**src/lfpc_pkg.sv**
```systemverilog
// Package for the LED fade and pulse controller: word types, opcodes,
// register indexes and per-LED control structs. No dependencies.
package lfpc_pkg;

	// Number of LED channels and the fixed constants of the fade logic
	localparam int LED_CNT = 2;
	localparam logic [7:0] PULSE_ENDLESS = 8'hFF;
	localparam logic [7:0] ON_THRESHOLD = 8'd5;

	// Input word opcodes (code 3 is unused and changes nothing)
	typedef enum logic [1:0] {
		OP_TICK  = 2'd0,
		OP_SET   = 2'd1,
		OP_PULSE = 2'd2
	} op_t;

	// Configuration register indexes
	typedef enum logic [2:0] {
		REG_LEFT_FADE_DELAY  = 3'd0,
		REG_LEFT_FADE_STEP   = 3'd1,
		REG_RIGHT_FADE_DELAY = 3'd2,
		REG_RIGHT_FADE_STEP  = 3'd3,
		REG_LEFT_PULSE_HIGH  = 3'd4,
		REG_LEFT_PULSE_LOW   = 3'd5,
		REG_RIGHT_PULSE_HIGH = 3'd6,
		REG_RIGHT_PULSE_LOW  = 3'd7
	} reg_idx_t;

	// Input word
	typedef struct packed {
		logic [1:0] opcode;
		logic [1:0] led_select;
		logic       eye_mask;
		logic [7:0] target_level;
		logic [7:0] pulse_total;
		logic [7:0] pulse_gap;
	} in_word_t;

	// Result word
	typedef struct packed {
		logic [7:0] left_level;
		logic [7:0] right_level;
		logic       left_on;
		logic       right_on;
		logic       changed;
		logic       left_fading;
		logic       left_pulsing;
		logic       right_fading;
		logic       right_pulsing;
	} out_word_t;

	// Per-LED configuration
	typedef struct packed {
		logic [7:0] delay;
		logic [7:0] step;
		logic [7:0] high;
		logic [7:0] low;
	} led_cfg_t;

	// Per-LED command decoded from an accepted input word
	typedef struct packed {
		logic       en;
		logic       tick;
		logic       set;
		logic       pulse;
		logic [7:0] target;
		logic [7:0] total;
		logic [7:0] gap;
	} led_cmd_t;

	// Per-LED status after the word has been applied
	typedef struct packed {
		logic [7:0] level;
		logic       fading;
		logic       pulsing;
		logic       stepped;
	} led_stat_t;

endpackage

```
**src/led_fade_pulse_controller_top.sv**
```systemverilog
// Top level of the two-LED fade and pulse controller.
// Depends on lfpc_pkg and lfpc_led.
//
// Usage:
//   in_valid/in_ready/in_data carry one word: a tick (with the eye mask),
//   a set-intensity command or a pulse command. out_valid/out_ready/out_data
//   return exactly one result word per input word, in order.
//   cfg_we/cfg_index/cfg_data write one of the eight 8-bit fade and pulse
//   registers; write only while the block is idle.
// Timing:
//   the result appears in the cycle after its word is accepted. One word
//   per cycle is sustained while out_ready is high; each word is a single
//   pass of compare and add logic per LED between state and result registers.
// Stall:
//   the result register holds while out_ready is low; in_ready then drops
//   until the result is taken, and is high again in the cycle it is taken.
// Reset:
//   arst_n clears all LED state, the mask and the result valid flag and loads
//   the register defaults (delay 1, step 2, pulse high 255, pulse low 0).
module led_fade_pulse_controller_top import lfpc_pkg::*; (
	input  logic      clk,
	input  logic      arst_n,
	input  logic      in_valid,
	output logic      in_ready,
	input  in_word_t  in_data,
	output logic      out_valid,
	input  logic      out_ready,
	output out_word_t out_data,
	input  logic      cfg_we,
	input  logic [2:0] cfg_index,
	input  logic [7:0] cfg_data
);

	logic [7:0] cfg_q [8];
	logic       mask_q;
	logic       out_valid_q;
	out_word_t  out_data_q;
	logic       accept, is_tick, mask_n, changed;
	led_cfg_t   led_cfg  [LED_CNT];
	led_cmd_t   led_cmd  [LED_CNT];
	led_stat_t  led_stat [LED_CNT];

	assign accept   = in_valid && in_ready;
	assign in_ready = !out_valid_q || out_ready;
	assign is_tick  = (in_data.opcode == OP_TICK);

	// Configuration registers
	always_ff @(posedge clk or negedge arst_n) begin
		if (!arst_n) begin
			cfg_q[REG_LEFT_FADE_DELAY]  <= 8'd1;
			cfg_q[REG_LEFT_FADE_STEP]   <= 8'd2;
			cfg_q[REG_RIGHT_FADE_DELAY] <= 8'd1;
			cfg_q[REG_RIGHT_FADE_STEP]  <= 8'd2;
			cfg_q[REG_LEFT_PULSE_HIGH]  <= 8'hFF;
			cfg_q[REG_LEFT_PULSE_LOW]   <= 8'd0;
			cfg_q[REG_RIGHT_PULSE_HIGH] <= 8'hFF;
			cfg_q[REG_RIGHT_PULSE_LOW]  <= 8'd0;
		end else if (cfg_we) begin
			cfg_q[cfg_index] <= cfg_data;
		end
	end

	assign led_cfg[0] = '{delay: cfg_q[REG_LEFT_FADE_DELAY], step: cfg_q[REG_LEFT_FADE_STEP],
		high: cfg_q[REG_LEFT_PULSE_HIGH], low: cfg_q[REG_LEFT_PULSE_LOW]};
	assign led_cfg[1] = '{delay: cfg_q[REG_RIGHT_FADE_DELAY], step: cfg_q[REG_RIGHT_FADE_STEP],
		high: cfg_q[REG_RIGHT_PULSE_HIGH], low: cfg_q[REG_RIGHT_PULSE_LOW]};

	// Per-LED channels
	for (genvar i = 0; i < LED_CNT; i++) begin : g_led
		assign led_cmd[i].en     = accept;
		assign led_cmd[i].tick   = is_tick;
		assign led_cmd[i].set    = (in_data.opcode == OP_SET) && in_data.led_select[i];
		assign led_cmd[i].pulse  = (in_data.opcode == OP_PULSE) && in_data.led_select[i];
		assign led_cmd[i].target = in_data.target_level;
		assign led_cmd[i].total  = in_data.pulse_total;
		assign led_cmd[i].gap    = in_data.pulse_gap;

		lfpc_led u_led (
			.clk    (clk),
			.arst_n (arst_n),
			.cmd    (led_cmd[i]),
			.cfg    (led_cfg[i]),
			.stat   (led_stat[i])
		);
	end

	// Eye mask is latched on ticks only
	assign mask_n  = is_tick ? in_data.eye_mask : mask_q;
	assign changed = is_tick &&
		(led_stat[0].stepped || led_stat[1].stepped || (in_data.eye_mask != mask_q));

	always_ff @(posedge clk or negedge arst_n) begin
		if (!arst_n) begin
			mask_q <= 1'b0;
		end else if (accept) begin
			mask_q <= mask_n;
		end
	end

	// Result register
	always_ff @(posedge clk or negedge arst_n) begin
		if (!arst_n) begin
			out_valid_q <= 1'b0;
		end else if (accept) begin
			out_valid_q <= 1'b1;
		end else if (out_ready) begin
			out_valid_q <= 1'b0;
		end
	end

	always_ff @(posedge clk) begin
		if (accept) begin
			out_data_q.left_level    <= led_stat[0].level;
			out_data_q.right_level   <= led_stat[1].level;
			out_data_q.left_on       <= (led_stat[0].level > ON_THRESHOLD) && !mask_n;
			out_data_q.right_on      <= (led_stat[1].level > ON_THRESHOLD) && !mask_n;
			out_data_q.changed       <= changed;
			out_data_q.left_fading   <= led_stat[0].fading;
			out_data_q.left_pulsing  <= led_stat[0].pulsing;
			out_data_q.right_fading  <= led_stat[1].fading;
			out_data_q.right_pulsing <= led_stat[1].pulsing;
		end
	end

	assign out_valid = out_valid_q;
	assign out_data  = out_data_q;

	// A command word never reports a change
	a_cmd_no_change: assert property (@(posedge clk) disable iff (!arst_n)
		(accept && in_data.opcode != OP_TICK) |=> !out_data.changed)
		else $error("command word reported changed");

	// Left on flag only above the dark threshold
	a_on_level: assert property (@(posedge clk) disable iff (!arst_n)
		(out_valid && out_data.left_on) |-> (out_data.left_level > ON_THRESHOLD))
		else $error("left LED on at or below threshold");

	// Set intensity on the left LED starts a fade and stops pulsing
	a_set_fades: assert property (@(posedge clk) disable iff (!arst_n)
		(accept && in_data.opcode == OP_SET && in_data.led_select[0])
		|=> (out_data.left_fading && !out_data.left_pulsing))
		else $error("set intensity did not start left fade");

endmodule

```
**src/lfpc_led.sv**
```systemverilog
// One LED channel of the fade and pulse controller: state registers and
// the single-pass update for one word. Depends on lfpc_pkg.
module lfpc_led import lfpc_pkg::*; (
	input  logic      clk,
	input  logic      arst_n,
	input  led_cmd_t  cmd,
	input  led_cfg_t  cfg,
	output led_stat_t stat
);

	logic [7:0] level_q, setp_q, wait_q, gap_q, left_q, gaplen_q;
	logic       fade_q, pulse_q, due_q;
	logic [7:0] level_n, setp_n, wait_n, gap_n, left_n, gaplen_n;
	logic       fade_n, pulse_n, due_n, stepped, more;
	logic [8:0] rise_sum;

	assign rise_sum = {1'b0, level_q} + {1'b0, cfg.step};

	// Next state for one word
	always_comb begin
		level_n  = level_q;
		setp_n   = setp_q;
		wait_n   = wait_q;
		gap_n    = gap_q;
		left_n   = left_q;
		gaplen_n = gaplen_q;
		fade_n   = fade_q;
		pulse_n  = pulse_q;
		due_n    = due_q;
		stepped  = 1'b0;
		more     = 1'b0;
		if (cmd.tick) begin
			// fade step, landing exactly on the setpoint
			if (fade_q) begin
				if (wait_q == 8'd0) begin
					stepped = 1'b1;
					if (setp_q > level_q) begin
						if (rise_sum >= {1'b0, setp_q}) begin
							level_n = setp_q;
							fade_n  = 1'b0;
						end else begin
							level_n = rise_sum[7:0];
							wait_n  = cfg.delay - 8'd1;
						end
					end else begin
						if (level_q < cfg.step || (level_q - cfg.step) <= setp_q) begin
							level_n = setp_q;
							fade_n  = 1'b0;
						end else begin
							level_n = level_q - cfg.step;
							wait_n  = cfg.delay - 8'd1;
						end
					end
				end else begin
					wait_n = wait_q - 8'd1;
				end
			end
			// gap timer between pulses
			if (gap_q != 8'd0) begin
				gap_n = gap_q - 8'd1;
				if (gap_q == 8'd1) begin
					due_n = 1'b1;
				end
			end
			// start the next pulse fade once the current fade is done
			if (!fade_n && due_n) begin
				if (left_q == PULSE_ENDLESS) begin
					more = 1'b1;
				end else begin
					left_n = left_q - 8'd1;
					more   = (left_q != 8'd1);
				end
				if (more) begin
					gap_n = gaplen_q;
				end else begin
					pulse_n = 1'b0;
				end
				setp_n = (level_n <= cfg.low) ? cfg.high : cfg.low;
				fade_n = 1'b1;
				wait_n = cfg.delay;
				due_n  = 1'b0;
			end
		end else if (cmd.set) begin
			setp_n  = cmd.target;
			fade_n  = 1'b1;
			pulse_n = 1'b0;
			gap_n   = 8'd0;
			due_n   = 1'b0;
		end else if (cmd.pulse) begin
			pulse_n  = 1'b1;
			gaplen_n = cmd.gap;
			if (cmd.total != 8'd0) begin
				left_n = cmd.total;
				if (gap_q == 8'd0) begin
					due_n = 1'b1;
				end
			end
		end
	end

	// State registers, updated on an accepted word
	always_ff @(posedge clk or negedge arst_n) begin
		if (!arst_n) begin
			level_q  <= '0;
			setp_q   <= '0;
			wait_q   <= '0;
			gap_q    <= '0;
			left_q   <= '0;
			gaplen_q <= '0;
			fade_q   <= 1'b0;
			pulse_q  <= 1'b0;
			due_q    <= 1'b0;
		end else if (cmd.en) begin
			level_q  <= level_n;
			setp_q   <= setp_n;
			wait_q   <= wait_n;
			gap_q    <= gap_n;
			left_q   <= left_n;
			gaplen_q <= gaplen_n;
			fade_q   <= fade_n;
			pulse_q  <= pulse_n;
			due_q    <= due_n;
		end
	end

	assign stat.level   = level_n;
	assign stat.fading  = fade_n;
	assign stat.pulsing = pulse_n;
	assign stat.stepped = stepped;

endmodule
```
**config.mk**
```make
export PLATFORM = sky130hd
export DESIGN_NAME = led_fade_pulse_controller_top
export DESIGN_NICKNAME = d
export VERILOG_FILES = /design/src/lfpc_pkg.sv /design/src/led_fade_pulse_controller_top.sv /design/src/lfpc_led.sv
export SDC_FILE = /design/constraint.sdc
export NUM_CORES = 1
export LEC_CHECK = 0
export ABC_AREA = 1
export ABC_CLOCK_PERIOD_IN_PS = 6000
export BUFFER_PORTS_ARGS = -buffer_cell sky130_fd_sc_hd__buf_2
export CAP_MARGIN = 10
export CORE_ASPECT_RATIO = 0.75
export CORE_UTILIZATION = 40
export CTS_CLUSTER_SIZE = 24
export DETAILED_ROUTE_END_ITERATION = 16
export HOLD_SLACK_MARGIN = 0.1
export RECOVER_POWER = 50
export SLEW_MARGIN = 20
export SYNTH_ARGS = -nofsm -noshare
export SYNTH_HDL_FRONTEND = slang
export SYNTH_HIERARCHICAL = 1
export SYNTH_SLANG_ARGS = --single-unit
export TNS_END_PERCENT = 5
```
**constraint.sdc**
```tcl
create_clock -name clk -period 6 [get_ports clk]
set_input_delay 0.3 -clock clk [delete_from_list [all_inputs] [get_ports clk]]
set_output_delay 0.3 -clock clk [all_outputs]
set_load 0.05 [all_outputs]
```
After elaboration in Yosys (flattened, before gate mapping):

Cells that the tools add are included.

* bits in registers: 191
* bits in latches: 0
* memory bits (writable): 0
* memory bits (read-only): 0
* bits of input ports: 45
* output and inout bits: 25
* word-level logic and storage cells: 259
* memories: 0

* add/subtract/negate cells: 12
* multipliers: 0
* div/mod/pow operators: 0
* magnitude comparators: 14
* equality and inequality tests: 19
* shifts and indexed selects: 0
* mux-type cells: 119
* bitwise operators: 4
* reduce and logical (&&, ||, !) cells: 54

Operators by type and width (number)
* $mux 8: 56
* $bwmux 64: 1
* $sub 8x1->8 const B: 8
* $mux 1: 61
* $le 8x8->1: 4
* $logic_not 8->1: 4
* $demux 8 s3: 1
* $reduce_bool 8->1: 3
* $add 8x8->9: 2
* $ge 9x8->1: 2
* $reduce_bool 3->1: 6
* $eq 8x1->1 const B: 2
* $eq 8x8->1 const B: 2
* $gt 8x3->1 const B: 2
* $gt 8x8->1: 2
* $lt 8x8->1: 2
* $ne 4x4->1 const B: 4
* $ne 8x1->1 const B: 2
* $reduce_and 4->1: 4
* $reduce_bool 2->1: 8
* $sub 8x8->8: 2
* $reduce_and 6->1: 2
* $logic_and 1x1->1: 11
* $reduce_and 5->1: 2
* 14 further kinds: 29

Depth between registers and ports, before layout:

Gate-level depths: netlist (run 1).

* depth in word-level cells: 15
* depth in mapped cells: 34
* depth with buffers taken out: 31

By module:

Netlist (run 1), hierarchy kept.

By module, submodules not included
* lfpc_led at g_led[1].u_led: times used 1, cells each 752, area each 5303.8 µm², seq. area each 1276.2 µm²
* lfpc_led at g_led[0].u_led: times used 1, cells each 757, area each 5233.8 µm², seq. area each 1276.2 µm²
* led_fade_pulse_controller_top: times used 1, cells each 302, area each 3422.0 µm², seq. area each 2367.3 µm²

Worst setup path after synthesis (run 1):

No wires, ideal clock.

* path kind: register to register
* start: register cfg_q[33] (netlist bit)
* end: register g_led[1].u_led.setp_q[5]
* library setup time: 0.122 ns
* arrival time: 4.194 ns
* required time: 5.878 ns
* slack: 1.684 ns
* stages on the path, launching flop included: 29
* path buffers: 1
* period minus slack after synthesis: 4.316 ns
* cells stage by stage: dfstp_2 -> inv_1 -> fa_1 -> nand3_1 -> nand2_2 -> a21oi_1 -> o21ai_0 -> xor2_1 -> ha_1 -> nand2_1 -> nor2_1 -> nand4_1 -> nand4_4 -> inv_1 -> nor2_1 -> nand2_1 -> nand3_1 -> a21oi_1 -> ha_1 -> nand2_1 -> nor2_1 -> nand2_1 -> o211ai_1 -> nand2_1 -> clkbuf_1 -> nand2_1 -> o21ai_0 -> mux2i_1 -> o21ai_2

* cells in the longest elaborated chain, start to end: 12
* elaborated cells between the ends (all ways): 26
* classes of those cells: 2 x add/sub; 4 x order compare; 1 x eq/ne; 15 x mux; 4 x reduce/logical

RTL lines
* start: declaration: RTL line led_fade_pulse_controller_top.sv:34 `logic [7:0] cfg_q [8];`
* start signal: indexed assignment: RTL line led_fade_pulse_controller_top.sv:59 `cfg_q[cfg_index] <= cfg_data;`
* $sub 8x8->8: RTL line lfpc_led.sv:46, lfpc_led.sv:50
* $le 8x8->1: RTL line lfpc_led.sv:46 `if (level_q < cfg.step || (level_q - cfg.step) <= setp_q) begin`
* $logic_or 1x1->1: RTL line lfpc_led.sv:46
* $mux 8 or $mux 1 (tied branches): RTL line lfpc_led.sv:46
* $mux 8 or $mux 1 (tied branches): RTL line lfpc_led.sv:37 `if (setp_q > level_q) begin`
* $mux 8 or $mux 1 (tied branches): RTL line lfpc_led.sv:35 `if (wait_q == 8'd0) begin`
* $mux 8 or $mux 1 (tied branches): RTL line lfpc_led.sv:34 `if (fade_q) begin`
* $mux 8 or $mux 1 (tied branches): RTL line lfpc_led.sv:32 `if (cmd.tick) begin`
* $le 8x8->1 or $logic_not 1->1 (tied branches): RTL line lfpc_led.sv:78, lfpc_led.sv:66
* $mux 8 or $logic_and 1x1->1 (tied branches): RTL line lfpc_led.sv:78, lfpc_led.sv:66
* $mux 8 or $ne 2x1->1 (tied branches)
* $mux 8 or $reduce_and 3->1 (tied branches)
* end signal: assignment: RTL line lfpc_led.sv:115 `setp_q <= setp_n;`
* end: declaration: RTL line lfpc_led.sv:11 `logic [7:0] level_q, setp_q, wait_q, gap_q, left_q, gaplen_q;`

Parallel ways exist; a longest one is shown, timed or not. The select of a mux whose other input is x is not followed.
A chain may end at the register's enable or synchronous reset.

Worst setup path in the final report (run 1):

* start: register g_led[1].u_led.level_q[0]
* end: register g_led[1].u_led.setp_q[5]

* cells in the longest elaborated chain, start to end: 12
* elaborated cells between the ends (all ways): 27
* classes of those cells: 2 x add/sub; 5 x order compare; 1 x eq/ne; 15 x mux; 4 x reduce/logical

RTL lines
* start: declaration: RTL line lfpc_led.sv:11
* start signal: assignment: RTL line lfpc_led.sv:114 `level_q <= level_n;`
* $sub 8x8->8: RTL line lfpc_led.sv:46, lfpc_led.sv:50
* $le 8x8->1: RTL line lfpc_led.sv:46
* $logic_or 1x1->1: RTL line lfpc_led.sv:46
* $mux 8 or $mux 1 (tied branches): RTL line lfpc_led.sv:46
* $mux 8 or $mux 1 (tied branches): RTL line lfpc_led.sv:37
* $mux 8 or $mux 1 (tied branches): RTL line lfpc_led.sv:35
* $mux 8 or $mux 1 (tied branches): RTL line lfpc_led.sv:34
* $mux 8 or $mux 1 (tied branches): RTL line lfpc_led.sv:32
* $le 8x8->1 or $logic_not 1->1 (tied branches): RTL line lfpc_led.sv:78, lfpc_led.sv:66
* $mux 8 or $logic_and 1x1->1 (tied branches): RTL line lfpc_led.sv:78, lfpc_led.sv:66
* $mux 8 or $ne 2x1->1 (tied branches)
* $mux 8 or $reduce_and 3->1 (tied branches)

Parallel ways exist; a longest one is shown, timed or not. The select of a mux whose other input is x is not followed.

==> impl_metrics.env, run 1 <==
export IMPL_status="finished with violations"
export IMPL_violations="max-capacitance violations, max-slew violations"
export IMPL_syn_num_nets=1968
export IMPL_intPower_mw=4.16
export IMPL_io_pins=70
export IMPL_worstPathMaxFanout=15
export IMPL_ir_drop_mv=0.244
export IMPL_insertedDiodeCount=0
export IMPL_min_period_ns=5.39
export IMPL_clkTransAtPathRegs_ns=0.08
export IMPL_setup_viol=0
export IMPL_wl_per_cell_um=16.7
export IMPL_avgViaCountPerCell=5.13
export IMPL_p_leak_nw=7.69
export IMPL_place_area_um2=14500
export IMPL_insertion_delay_ns=0.46
export IMPL_critPathTopFamily="simple AND/OR/NAND/NOR gates"
export IMPL_yosys_area_top_type="dfrtp_1"
export IMPL_worst_path_most_repeated_cell="nand2_1"
export IMPL_cts_resized_gates=0
export IMPL_root_buffer="clkbuf_16"
export IMPL_portBuffers=69
export IMPL_clock_sinks=191
export IMPL_syn_area_um2=14000
export IMPL_final_nets=2023
export IMPL_cts_tree="built"
export IMPL_critPathSlowestCell="dfrtp_1"
export IMPL_antenna_found_initial=0
export IMPL_seq_power_share_pct=24.5
export IMPL_post_cts_setup_buffers=0
export IMPL_grt_pass1_wl_um=61700
export IMPL_p_comb_share_pct=62.3
export IMPL_maxSlewHeadroom_pct=-192
export IMPL_die_h_um=164
export IMPL_ys_seq_elements=191
export IMPL_synth_edf_count=23
export IMPL_cts_buffers=17
export IMPL_coreArea_um2=34000
export IMPL_grt_max_degree=74
export IMPL_path_buf_inv=1
export IMPL_drv_max_cap_violation_count=2
export IMPL_swShare_pct=52.1
export IMPL_switching_power_mw=4.52
export IMPL_dp_hpwl_um=29900
export IMPL_fill_cells=3539
export IMPL_dieWidth_um=218
export IMPL_synth_area_leaders="dfrtp_1 27%, nand2_1 13%, ha_1 9.7%"
export IMPL_synth_distinct_cells=56
export IMPL_antenna_left=0
export IMPL_finalWirelength_um=38900
export IMPL_startpoint_type="register"
export IMPL_async_reset_ff_share_pct=88.0
export IMPL_critical_path_class="register to register"
export IMPL_required_ns=6.34
export IMPL_multi_input_area_um2=7660
export IMPL_rsz0062_at_grt="no"
export IMPL_synth_warnings=6
export IMPL_power_mw=8.68
export IMPL_slowest_delay_ns=0.46
export IMPL_synth_top_area_share_pct=26.5
export IMPL_fin_crit_sh_pct=89.8
export IMPL_grt_usage_pct=22.5
export IMPL_design_area_um2=15100
export IMPL_finalSetupTns_ns=0
export IMPL_cp_arrival_ns=5.73
export IMPL_firstDrtPassIters=5
export IMPL_vias=11900
export IMPL_fin_skew_ns=0.0147
export IMPL_fmax_mhz=186
export IMPL_syn_to_final_growth_pct=8.04
export IMPL_grt_pass1_vias=11100
export IMPL_holdCritPathClass="primary input to register"
export IMPL_drt_iter0_markers=974
export IMPL_p_clk_share_pct=13.2
export IMPL_drc=0
export IMPL_finalWeightedCongestion=0.958
export IMPL_ys_flop_type="dfrtp_1"
export IMPL_cts_max_level=4
export IMPL_start_util_pct=41.1
export IMPL_dp_cells=2288
export IMPL_avgSynthCellArea_um2=7.71
export IMPL_power_density_nw_per_um2=576
export IMPL_layout_cells_non_filler=2329
export IMPL_syn_instance_count=1811
export IMPL_final_common_cell="nand2_1"
export IMPL_drive_gt1_share_pct=12.0
export IMPL_final_cell_mix="497 x nand2_1, 218 x inv_1, 148 x dfrtp_1"
export IMPL_crit_path_end_kind="register"
export IMPL_rows=58
export IMPL_slew_viol_final=107
export IMPL_holdWs_ns=0.129
export IMPL_fp_dieArea_um2=35700
export IMPL_hold_viol=0
export IMPL_tightest_slew_ns=4.38
export IMPL_register_area_um2=4920
export IMPL_ys_seq_area_share_pct=35.2
export IMPL_grt_overflow=0
export IMPL_ctsLongestPathBuffers=2
## registers in the layout, indices dropped and copies added, names as in the netlist, 16 cells and up
| signal | flops |
|---|---|
| cfg_q | 64 |
| g_led.u_led/gap_q | 16 |
| g_led.u_led/gaplen_q | 16 |
| g_led.u_led/left_q | 16 |
| g_led.u_led/level_q | 16 |
| g_led.u_led/setp_q | 16 |
| g_led.u_led/wait_q | 16 |
| out_data | 23 |
## power groups by stage
stage               sequential [mW]  combinational, mW  clock, mW
floorplan                      2.14               4.10          0
global route                   2.18               6.16       1.22
CTS                            2.12               5.39       1.17
global placement               2.13               5.30          0
detailed placement             2.14               5.36          0
finish                         2.13               5.41       1.14
## logic make-up (layout without fill, tap and decap cells)
logic type / count (synthesis) / count (layout) / synth area share [%]
buf+inv: 292 / 360 / 9.42
compound gates: 319 / 319 / 13.8
simple gates: 828 / 828 / 26.8
flops: 191 / 191 / 35.2
mux: 22 / 22 / 1.60
fa+ha+maj: 112 / 112 / 10.3
xor+xnor: 47 / 47 / 2.95
## metrics by stage
stage / setup slack (ns) / util (%)
floorplan: 1.68 / -
global placement: 0.703 / 42.8
detailed placement: 0.724 / 42.8
CTS: 0.705 / 44.8
global route: 0.180 / 44.4
finish: 0.611 / 44.4
## cell type report
type	instances	share of cell area (%)
Timing Repair Buffer	84	2.87
Multi-Input combinational cell	1328	50.8
Clock inverter	12	0.639
Inverter	244	6.19
Sequential cell	191	32.6
Tap cell	450	3.73
Clock buffer	20	3.17
## synth_stat cells, types with 20 or more instances
| library cell | number |
|---|---|
| ha_1 | 108 |
| o21ai_0 | 93 |
| edfxtp_1 | 23 |
| o21ai_1 | 38 |
| o21ai_2 | 53 |
| nand4_1 | 42 |
| dfrtp_1 | 148 |
| nand2_1 | 496 |
| a21oi_1 | 96 |
| xor2_1 | 36 |
| nand3_1 | 97 |
| dfstp_2 | 20 |
| inv_1 | 218 |
| nand2_2 | 23 |
| nor2_1 | 108 |
## routing by layer
layer | vias to the layer above | track usage (%) | part of all wire, % | wire length [um]
li1 | 6012 | - | - | -
met1 | 5618 | 34.0 | 52 | 20100
met2 | 292 | 33.0 | 42 | 16300
met3 | 26 | 4.07 | 5.5 | 2150
met4 | 0 | 4.71 | 1.0 | 402
met5 | - | 0 | 0 | 0
## worst reg2reg max path, delay by kind of cell (launching register included)
kind / cells / cell delay [ns]
and+or+nand+nor: 14 / 1.73
adders and majority gates: 4 / 1.34
AOI/OAI and AO/OA: 6 / 1.02
DFF: 1 / 0.46
xor gates and xnor gates: 1 / 0.41
muxes: 1 / 0.24
buffers and inverters: 1 / 0.06
## path summary, 6_finish.rpt
kind,start,endpoint,slack (ns),depth (start not counted)
hold / removal,in_valid,out_valid,0.13,3
setup / recovery,g_led[1].u_led/level_q[0],g_led[1].u_led/setp_q[5],0.61,27
max in group asynchronous,arst_n,g_led[0].u_led/level_q[0],1.07,3
min in group asynchronous,arst_n,out_valid,1.94,2
hold reg to reg,cfg_q[19],cfg_q[19],0.49,2
setup reg to reg,g_led[1].u_led/level_q[0],g_led[1].u_led/setp_q[5],0.61,27
## timing repair
action | CTS | global route
hold buffers | 9 | 0
endpoints found under the setup margin | 0 | 0
hold endpoints to repair | 72 | 0
Note: power is estimated with default switching activity, not from simulation.
==> run 2, diff against run 1 <==
--- a/config.mk
+++ b/config.mk
@@ -10,7 +10,8 @@
 export BUFFER_PORTS_ARGS = -buffer_cell sky130_fd_sc_hd__buf_2
 export CAP_MARGIN = 10
 export CORE_ASPECT_RATIO = 0.75
-export CORE_UTILIZATION = 40
+export CORE_MARGIN = 3
+export CORE_UTILIZATION = 37
 export CTS_CLUSTER_SIZE = 24
 export DETAILED_ROUTE_END_ITERATION = 16
 export HOLD_SLACK_MARGIN = 0.1
==> impl_metrics.env, run 2 (synthesized netlist as in run 1, its figures left out) <==
export IMPL_maxSlewHeadroom_pct=-208
export IMPL_firstDrtPassIters=5
export IMPL_r2r_slack_ns=0.69
export IMPL_io_pins=70
export IMPL_slew_viol_final=76
export IMPL_fin_crit_sh_pct=88.5
export IMPL_die_h_um=174
export IMPL_finalWirelength_um=39500
export IMPL_cts_max_level=4
export IMPL_startpoint_type="register"
export IMPL_post_cts_setup_buffers=0
export IMPL_rsz0062_at_grt="no"
export IMPL_start_util_pct=38.2
export IMPL_critical_path_class="register to register"
export IMPL_clkTransAtPathRegs_ns=0.07
export IMPL_fin_skew_ns=0.0103
export IMPL_insertion_delay_ns=0.45
export IMPL_drc=0
export IMPL_timing_rr_end="g_led[1].u_led/setp_q[7]"
export IMPL_vias=12000
export IMPL_violations="max-capacitance violations, max-slew violations"
export IMPL_coreArea_um2=36600
export IMPL_grt_pass1_vias=11400
export IMPL_cts_resized_gates=0
export IMPL_wl_per_cell_um=16.6
export IMPL_place_area_um2=14600
export IMPL_power_density_nw_per_um2=580
export IMPL_hp_start="in_valid"
export IMPL_final_nets=2025
export IMPL_cts_tree="built"
export IMPL_fmax_mhz=188
export IMPL_grt_pass1_wl_um=62900
export IMPL_final_common_cell="nand2_1"
export IMPL_dp_hpwl_um=30200
export IMPL_crit_path_end_kind="register"
export IMPL_finalWeightedCongestion=0.917
export IMPL_cts_buffers=17
export IMPL_status="finished with violations"
export IMPL_ir_drop_mv=0.242
export IMPL_portBuffers=69
export IMPL_setup_viol=0
export IMPL_dieWidth_um=230
export IMPL_insertedDiodeCount=0
export IMPL_finalSetupTns_ns=0
export IMPL_design_area_um2=15200
export IMPL_p_leak_nw=7.72
export IMPL_worstPathMaxFanout=15
export IMPL_rr_startpoint="g_led[1].u_led/level_q[0]"
export IMPL_avgViaCountPerCell=5.07
export IMPL_holdPathEnd="out_valid"
export IMPL_grt_usage_pct=19.8
export IMPL_tightest_slew_ns=4.63
export IMPL_drt_iter0_markers=886
export IMPL_hold_viol=0
export IMPL_fp_dieArea_um2=40100
export IMPL_root_buffer="clkbuf_16"
export IMPL_grt_max_degree=76
export IMPL_antenna_found_initial=0
export IMPL_largest_reg_flops=64
export IMPL_antenna_left=0
export IMPL_drv_max_cap_violation_count=1
export IMPL_ff2ff_path_depth=27
export IMPL_top_register="cfg_q"
export IMPL_rows=60
export IMPL_worstHoldPathCells=3
export IMPL_clock_sinks=191
export IMPL_grt_overflow=0
export IMPL_ctsLongestPathBuffers=2
export IMPL_final_cell_mix="497 x nand2_1, 218 x inv_1, 148 x dfrtp_1"
export IMPL_min_period_ns=5.31
export IMPL_syn_to_final_growth_pct=8.99
export IMPL_cp_arrival_ns=5.68
export IMPL_holdCritPathClass="primary input to register"
export IMPL_drive_gt1_share_pct=11.9
export IMPL_required_ns=6.37
==> run 2: worst max-delay path, cell delays in order (launching register included) <==
cell and delay, ns:
dfrtp_1 0.47, ha_1 0.26, fa_1 0.47, a31oi_1 0.24
xor2_1 0.39, ha_1 0.32, nand2_1 0.10, inv_1 0.06
nand2_1 0.06, nand3_1 0.07, nand2_1 0.07, nand2_1 0.04
nand2_1 0.08, nand3_1 0.32, nor2_1 0.29, nor2_1 0.11
nand2_1 0.08, nand3_1 0.12, a21oi_1 0.27, ha_1 0.16
nand2_1 0.06, nor2_1 0.14, nand2_1 0.07, o211ai_1 0.11
nand2_1 0.31, o21ai_0 0.30, mux2i_1 0.13, o21ai_2 0.15
==> run 2: metrics by stage <==
step | cells | power (mW) | setup slack [ns] | hold slack (ns) | utilization (%)
after floorplan | 1811 | 6.24 | 1.68 | 0.00441 | -
after global placement | 2334 | 7.45 | 0.771 | 0.417 | 39.9
after detailed placement | 2334 | 7.52 | 0.814 | 0.409 | 39.9
after CTS | 2377 | 8.80 | 0.747 | 0.105 | 42.0
after global routing | 2377 | 9.69 | 0.123 | 0.129 | 41.6
final | 2377 | 8.82 | 0.690 | 0.122 | 41.6
==> run 2: final cells by class <==
| type | instances | area, um2 |
|---|---|---|
| multi-input cells | 1328 | 7660 |
| flip-flops and latches | 191 | 4920 |
| repair buffers | 86 | 452 |
| well taps | 496 | 621 |
| clock buffers | 21 | 493 |
| fillers | 3753 | 21300 |
| clock inverters | 11 | 138 |
| inverters | 244 | 933 |
==> run 2: timing repair <==
item,CTS,global route
endpoints found under the hold margin,83,0
setup endpoints to repair,0,0
hold buffers,11,0
==> run 2: worst max-delay path by stage <==
stage / startpoint / depth (start not counted) / end / slack [ns]
finish: g_led[1].u_led/level_q[0] / 27 / g_led[1].u_led/setp_q[7] / 0.69
global route: g_led[1].u_led/level_q[3] / 30 / g_led[1].u_led/setp_q[7] / 0.12
CTS: g_led[1].u_led/level_q[0] / 27 / g_led[1].u_led/setp_q[7] / 0.75
detailed placement: g_led[1].u_led/level_q[0] / 28 / g_led[1].u_led/setp_q[5] / 0.81
global placement: g_led[1].u_led/level_q[0] / 27 / g_led[1].u_led/setp_q[5] / 0.77
floorplan: cfg_q[33] / 28 / g_led[1].u_led/setp_q[5] / 1.68
==> run 2: routing by layer <==
layer | up-vias | global-route usage (%) | part of all wire [%]
li1 | 6007 | - | -
met1 | 5644 | 30.4 | 52
met2 | 347 | 29.0 | 41
met3 | 43 | 3.57 | 5.9
met4 | 0 | 4.00 | 1.2
met5 | - | 0 | 0
==> run 2: where the power goes <==
part / leakage, nW / switching (mW) / internal, mW
clock network: 0.310 / 0.545 / 0.688
registers: 2.28 / 0.393 / 1.74
logic: 5.13 / 3.61 / 1.84
